**src/cdu_pkg.sv**
```systemverilog
`timescale 1ns / 1ps
`default_nettype none
// ----------------------------------------------------------------------------
// cdu_pkg - shared types and constants of the coordinate distance unit
// fixed point formats, pipeline depths, angle constants and rounding helpers
// ----------------------------------------------------------------------------
package cdu_pkg;

   localparam int FRACTION_BITS = 16;
   localparam int CORDIC_STEPS  = 24;

   localparam int FIELD_W   = 32;
   localparam int OP_W      = 2;
   localparam int DIST_W    = 33;
   localparam int Q30_SHIFT = 30;
   localparam int ANG_SHIFT = Q30_SHIFT - FRACTION_BITS;

   // scaled angle width and number of range reduction steps
   localparam int ZW        = FIELD_W + ANG_SHIFT;
   localparam int RED_STEPS = 29 - FRACTION_BITS;

   // reduced angle and cordic datapath, trig results, cartesian coordinates
   localparam int AW   = 35;
   localparam int TW   = 33;
   localparam int RW   = 34;
   localparam int PW   = RW + TW;
   localparam int DW   = RW + 1;
   localparam int SQ_W = 2 * DW;
   localparam int SUMW = SQ_W + 2;
   localparam int RB   = DW + 1;
   localparam int SQW  = SUMW + 1;

   localparam int ANGLES  = 4;
   localparam int LANE_B1 = 0;
   localparam int LANE_C1 = 1;
   localparam int LANE_B2 = 2;
   localparam int LANE_C2 = 3;

   localparam int FRONT_LAT = RED_STEPS + CORDIC_STEPS + 5;
   localparam int BACK_LAT  = RB + 6;

   localparam int LQ_DEPTH = 4;
   localparam int LQ_AW    = $clog2(LQ_DEPTH);
   localparam int LQ_CW    = $clog2(LQ_DEPTH + 1);
   localparam int OQ_DEPTH = 2;
   localparam int OQ_AW    = $clog2(OQ_DEPTH);
   localparam int OQ_CW    = $clog2(OQ_DEPTH + 1);

   // angles in q30
   localparam logic [ZW-1:0]        TWO_PI_W     = ZW'(64'd6746518852);
   localparam logic signed [AW-1:0] ANG_TWO_PI   = AW'(64'sd6746518852);
   localparam logic signed [AW-1:0] ANG_PI       = AW'(64'sd3373259426);
   localparam logic signed [AW-1:0] ANG_HALF_PI  = AW'(64'sd1686629713);
   localparam logic signed [AW-1:0] CORDIC_START = AW'(64'sd652032874);

   typedef enum logic [OP_W-1:0] {
      MODE_CART    = 2'd0,
      MODE_POLAR   = 2'd1,
      MODE_SPHERE  = 2'd2,
      MODE_INVALID = 2'd3
   } mode_type;

   typedef struct packed {
      mode_type                   mode;
      logic signed [FIELD_W-1:0]  first_a;
      logic signed [FIELD_W-1:0]  first_b;
      logic signed [FIELD_W-1:0]  first_c;
      logic signed [FIELD_W-1:0]  second_a;
      logic signed [FIELD_W-1:0]  second_b;
      logic signed [FIELD_W-1:0]  second_c;
   } item_type;

   typedef struct packed {
      item_type                     item;
      logic [ANGLES-1:0][TW-1:0]    sine;
      logic [ANGLES-1:0][TW-1:0]    cosine;
   } link_type;

   // floor(atan(2^-k) * 2^30)
   function automatic logic signed [AW-1:0] atan_q30(input int k);
      logic signed [AW-1:0] t;
      case (k)
         0:  t = AW'(843314856);
         1:  t = AW'(497837829);
         2:  t = AW'(263043836);
         3:  t = AW'(133525158);
         4:  t = AW'(67021686);
         5:  t = AW'(33543515);
         6:  t = AW'(16775850);
         7:  t = AW'(8388437);
         8:  t = AW'(4194282);
         9:  t = AW'(2097149);
         10: t = AW'(1048575);
         11: t = AW'(524287);
         12: t = AW'(262143);
         13: t = AW'(131071);
         14: t = AW'(65535);
         15: t = AW'(32767);
         16: t = AW'(16383);
         17: t = AW'(8191);
         18: t = AW'(4095);
         19: t = AW'(2047);
         20: t = AW'(1023);
         21: t = AW'(511);
         22: t = AW'(255);
         23: t = AW'(127);
         24: t = AW'(63);
         25: t = AW'(31);
         26: t = AW'(15);
         27: t = AW'(7);
         28: t = AW'(3);
         29: t = AW'(1);
         default: t = '0;
      endcase
      return t;
   endfunction

   // round a product with a q30 factor back to the coordinate format
   function automatic logic signed [RW-1:0] round_q30(input logic signed [PW-1:0] p);
      logic signed [PW:0] t;
      t = (PW + 1)'(p) + ((PW + 1)'(1) << (Q30_SHIFT - 1));
      return RW'(t >>> Q30_SHIFT);
   endfunction

endpackage
`default_nettype wire

```
**src/cdu_link_queue.sv**
```systemverilog
`timescale 1ns / 1ps
`default_nettype none
// ----------------------------------------------------------------------------
// cdu_link_queue - short queue between the trig front and the distance back
// lets either side stall without stopping the other
// ----------------------------------------------------------------------------
module cdu_link_queue (
   input  logic               clock,
   input  logic               reset,
   input  logic               push,
   input  cdu_pkg::link_type  push_data,
   output logic               full,
   input  logic               pop,
   output cdu_pkg::link_type  pop_data,
   output logic               empty
);

   cdu_pkg::link_type           mem_ff [cdu_pkg::LQ_DEPTH];
   logic [cdu_pkg::LQ_AW-1:0]   wp_ff, wp_in, rp_ff, rp_in;
   logic [cdu_pkg::LQ_CW-1:0]   cnt_ff, cnt_in;
   logic                        do_push, do_pop;

   assign full     = (cnt_ff == cdu_pkg::LQ_CW'(cdu_pkg::LQ_DEPTH));
   assign empty    = (cnt_ff == '0);
   assign do_push  = push & ~full;
   assign do_pop   = pop & ~empty;
   assign pop_data = mem_ff[rp_ff];

   always_comb begin
      wp_in  = wp_ff;
      rp_in  = rp_ff;
      cnt_in = cnt_ff;
      if (do_push) begin
         wp_in = (wp_ff == cdu_pkg::LQ_AW'(cdu_pkg::LQ_DEPTH - 1)) ? '0 : wp_ff + 1'b1;
      end
      if (do_pop) begin
         rp_in = (rp_ff == cdu_pkg::LQ_AW'(cdu_pkg::LQ_DEPTH - 1)) ? '0 : rp_ff + 1'b1;
      end
      if (do_push & ~do_pop) begin
         cnt_in = cnt_ff + 1'b1;
      end else if (do_pop & ~do_push) begin
         cnt_in = cnt_ff - 1'b1;
      end
   end

   always_ff @(posedge clock) begin
      if (reset) begin
         wp_ff  <= '0;
         rp_ff  <= '0;
         cnt_ff <= '0;
      end else begin
         wp_ff  <= wp_in;
         rp_ff  <= rp_in;
         cnt_ff <= cnt_in;
      end
   end

   always_ff @(posedge clock) begin
      if (do_push) begin
         mem_ff[wp_ff] <= push_data;
      end
   end

endmodule
`default_nettype wire

```
**config.mk**
```make
export PLATFORM = sky130hd
export DESIGN_NAME = cdu_link_queue
export DESIGN_NICKNAME = d
export VERILOG_FILES = /design/src/cdu_pkg.sv /design/src/cdu_link_queue.sv
export SDC_FILE = /design/constraint.sdc
export NUM_CORES = 1
export LEC_CHECK = 0
export CAP_MARGIN = 20
export CORE_MARGIN = 3
export CORE_UTILIZATION = 50
export DETAILED_ROUTE_END_ITERATION = 8
export DONT_BUFFER_PORTS = 1
export PLACE_DENSITY = 0.68
export SETUP_SLACK_MARGIN = 0.4
export SLEW_MARGIN = 20
export SYNTH_ARGS = -nofsm -noshare
export SYNTH_HDL_FRONTEND = slang
export SYNTH_SLANG_ARGS = --single-unit
```
**constraint.sdc**
```tcl
create_clock -name clock -period 29.2 [get_ports clock]
set_input_delay 2.92 -clock clock [delete_from_list [all_inputs] [get_ports clock]]
set_output_delay 2.92 -clock clock [all_outputs]
set_load 0.005 [all_outputs]
```
==> After elaboration in Yosys (flattened, before gate mapping) <==
Memories as Yosys holds them, arrays and structs flattened. A register that Yosys moved wholly into a read port is not among the register bits.
Index checks and enable logic that the tools add are counted.
{ "classes": {"div_mod_pow": 0, "bitwise": 8, "n_addsub": 4, "n_lt_le_gt_ge": 0, "reduce_logical": 2, "n_shift": 0, "n_eq_ne": 3, "mul": 0, "muxes": 8} }
{ "op_table": {"columns": ["cell", "count"], "rows": [
  ["two-way mux 2 bit", 4],
  ["two-way mux 3 bit", 2],
  ["adder 2 x 1 -> 2 bit, second input constant", 2],
  ["bitwise AND 1 bit", 4],
  ["equality test 2 bit, second input constant", 2],
  ["inverter 1 bit", 4],
  ["adder 3 x 1 -> 3 bit, second input constant", 1],
  ["equality test 3 bit, second input constant", 1],
  ["logical NOT 3 bit", 1],
  ["subtractor 3 x 1 -> 3 bit, second input constant", 1],
  ["two-way mux 1 bit", 2],
  ["nonzero test 2 bit", 1]
]} }
{ "totals": {"ram_bits": 1832, "romBits": 0, "latchBits": 0, "out_inout_bits": 460, "register_bits": 7, "n_memories": 1, "elab_cells": 29, "input_bits": 462} }
{ "mem_list": {"columns": ["name", "words", "width", "read_ports", "rd_ports_with_merged_regs", "write_ports", "line_no", "text"], "rows": [
  ["mem_ff", 4, 458, 1, 1, 1, "cdu_link_queue.sv:18", "cdu_pkg::link_type mem_ff [cdu_pkg::LQ_DEPTH];"]
]} }

==> Logic depth before layout (Yosys ltp) <==
{ "logic_depth": {"depth_word": 7, "depth_mapped": 10, "mapped_depth_nobuf": 9} }

==> Worst setup path before layout <==
No wires, ideal clock.
{ "synth_path": {"path_type": "input port to flip-flop", "from": "in push", "to": "mem mem_ff[3][0] (netlist name), enable pin", "t_required_ps": 28316, "t_arrival_ps": 13353, "setup_slack_ps": 14963, "cell_stages": 1, "path_buffers": 0, "cell_sequence": "and3_1"} }
{ "synth_between": {"elab_chain_cells": 3} }
{ "synth_lines": {"columns": ["element", "line_no", "text"], "rows": [
  ["start, declared", "cdu_link_queue.sv:10", "input logic push,"],
  ["bitwise AND 1 bit", "cdu_link_queue.sv:25", "assign do_push = push & ~full;"],
  ["two-way mux 1 bit", "cdu_link_queue.sv:59", "if (do_push) begin"],
  ["two-way mux 1 bit (not written as such)", "cdu_link_queue.sv:60", "mem_ff[wp_ff] <= push_data;"],
  ["end, declared", "cdu_link_queue.sv:18", null]
]} }
Every way passes these cells.

==> impl_metrics.csv <==
group,metric,value,unit
worst_setup_path,slowest_delay,0.90,ns
logic_synthesis,avgSynthCellArea,27.3,µm²
die,ioPinCount,922,
global_routing,grt_usage,0.200,
worst_setup_path,worst-path-max-fanout,105,
worst_setup_path,cp.arrival,4.08,ns
status,status,"finished, final reports clean",
worst_setup_path,r2r_end,"mem_ff[0][407]",
worst_setup_path,crit_required,26.28,ns
logic_synthesis,synth_top_area_cell,"edfxtp_1",
worst_setup_path,reg2reg_slack,24.78,ns
clock_network,clk_pin_slew,0.06,ns
power,p_total,6.53,mW
global_routing,grt_pass1_vias,28008,
logic_synthesis,synth_seq_area_share,0.828,
routing,routedWlPerCell,31.3,µm
worst_setup_path,r2r_start,"cnt_ff[0]",
worst_setup_path,critPathLaunchType,"flop",
die,die_h,371,µm
timing,period_share,0.240,
clock_network,root_buffer,"clkbuf_16",
worst_setup_path,crit_family,"buffers and inverters",
clock_network,clk_latency,0.77,ns
clock_network,cts_buffers,177,
logic_synthesis,async_reset_ff_frac,0,
timing,relSlewSlack,0.157,
placement,gp_congestion,0.855,
worst_setup_path,worstPathCellList,"buf_12 > buf_4 > mux4_2",
logic_synthesis,synth_cells,2442,
clock_network,post_cts_buffers,0,
worst_setup_path,path_buf_inv,2,
global_routing,grt_max_degree,177,
worst_hold_path,hp-start,"rp_ff[0]",
timing,hold_violations,0,
timing,tns,0,ns
logic_synthesis,ys_ff_latch,1841,
clock_network,clock_path_buffers,3,
global_routing,antenna_found_initial,0,
layout,drive_gt1_frac,0.280,
timing,skew,0.0176,ns
timing,max_freq,0.143,GHz
routing,num_vias,26618,
timing,rsz0062_at_grt,"no",
routing,wl,140000,µm
routing,drt_first_pass_iters,5,
logic_synthesis,synth-edff-count,1832,
clock_network,holdBufCountCts,0,
placement,io_buffers,0,
logic_synthesis,netlist_area,0.0667,mm²
worst_setup_path,setup.worst_path.end_class,"primary output",
die,initial_core_util,0.505,
power,ir_worst_vdd,0.0000891,V
clock_network,htree_levels,4,
logic_synthesis,synth_area_leaders,"edfxtp_1 (83%), mux4_2 (15%), buf_6 (0.57%)",
logic_synthesis,synth_warnings,0,
die,num_rows,133,
logic_synthesis,yosysTopAreaCellShare,0.825,
routing,drt_iter0_markers,2064,
logic_synthesis,synth_common_cells,"edfxtp_1 (1832), mux4_2 (458), buf_2 (45), buf_6 (34), buf_8 (14)",
clock_network,ctsResizeCount,0,
logic_synthesis,synth-main-ff-cell,"edfxtp_1",
die,fp.dieW,371,µm
die,dieArea,0.138,mm²
clock_network,cts_tree,"yes",
global_routing,grt_pass1_wl,198000,µm
power,p_leak,22.5,nW
logic_synthesis,synth_fp_nets,2911,
die,core-area,0.132,mm²
job,drv_cap,0,
routing,drc,0,
timing,setup_viol,0,
global_routing,grt-ovfl-total,0,
logic_synthesis,synth_most_common_cell,"edfxtp_1",
routing,ant_nets,0,
logic_synthesis,synth_cell_types,24,
worst_setup_path,reg2regPathDepth,5,
worst_hold_path,hold_depth,2,
timing,post-route-min-period,7.00,ns
worst_setup_path,critPathKind,"reg -> out",
clock_network,clock_sinks,1841,
timing,slew_violations,0,
power,power_density,87.9,mW/mm²
layout,syn2layout_area_growth,11.4,%
worst_setup_path,slowest_stage,"buf_4",
routing,vias_per_cell,5.97,
layout,final_nets,3023,
placement,hpwl,87300,µm
worst_hold_path,hp-class,"reg -> reg",
timing,tightest_slew,1.26,ns
[how the worst max path moves through the flow]
stage | depth (start not counted) | slack (ns) | start | endpoint
2_1_floorplan | 1 | 14.96 | push | mem_ff[3][0]
3_3_place_gp | 4 | 22.68 | push | mem_ff[0][266]
3_5_place_dp | 4 | 22.55 | push | mem_ff[0][279]
4_1_cts | 3 | 21.86 | flop | pop_data[238]
5_1_grt | 3 | 21.75 | flop | pop_data[218]
6_report | 3 | 22.20 | flop | pop_data[340]
[where the power goes]
group / total, mW / internal, mW / switching [mW]
registers: 3.27 / 3.20 / 0.0726
clock network: 2.24 / 1.30 / 0.939
logic: 1.02 / 0.433 / 0.583
total: 6.53 / 4.93 / 1.59
[kinds of logic (layout without fill, tap and decap cells)]
group,Yosys count,after routing,synth area share
AO/OA/AOI/OAI,7,7,0.000601
XOR/XNOR,2,2,0.000263
adder cells (fa/ha/maj),7,7,0.00143
buffers and inverters,109,369,0.0133
flip-flops,1841,1841,0.828
multiplexers,460,460,0.155
other,0,4,0
AND/OR/NAND/NOR,16,16,0.00128
[worst register-to-register path: stages (launching register included)]
cell and delay, ns:
dfxtp_1 0.43, or3b_1 0.30, and3_4 0.66, buf_4 0.86, buf_4 0.89, buf_4 0.82
[placed cells by master, fill, tap and decap left out, types with 6 or more instances in the layout]
cell type      n
buf_12         7
buf_4         23
clkbuf_1      33
clkinv_2      36
edfxtp_1    1832
dfxtp_1        7
inv_6          7
ha_1           6
bufinv_16     19
clkinv_1      39
clkbuf_16    180
buf_16         6
clkinvlp_4     6
mux4_2       458
[area by class of cell]
type,count,area (µm²)
tap,1755,2200
clock inverter,114,1140
sequential,1841,55200
multi-input combinational,492,10600
inverter,5,18.8
timing repair buffer,37,489
fill,9040,57700
antenna,4,10.0
clock buffer,213,4630
[per-stage QoR]
| step | cell area [µm²] | std cells | util | hold WS [ns] | worst slack, ns |
|---|---|---|---|---|---|
| detailed placement | 68300 | 4124 | 0.518 | 0.473 | 22.55 |
| global placement | 68300 | 4124 | 0.518 | 0.495 | 22.68 |
| CTS | 74100 | 4451 | 0.561 | 0.489 | 21.86 |
| global route | 74300 | 4457 | 0.563 | 0.508 | 21.75 |
| floorplan | 66700 | 2442 | - | 0.463 | 14.96 |
| finish | 74300 | 4461 | 0.563 | 0.485 | 22.20 |
[state kept, by name, summed over array words and instances (netlist names), named ones only]
name    count
mem_ff   1832
cnt_ff      3
rp_ff       2
wp_ff       2
[per-layer routing]
metal	wire [µm]	up-vias	track usage
met5	0	-	0
met4	6960	0	0.0948
met3	15900	289	0.0903
met2	72500	1203	0.336
met1	44200	14220	0.216
li1	-	10906	-
No activity file was read; power rests on OpenSTA's default activity.
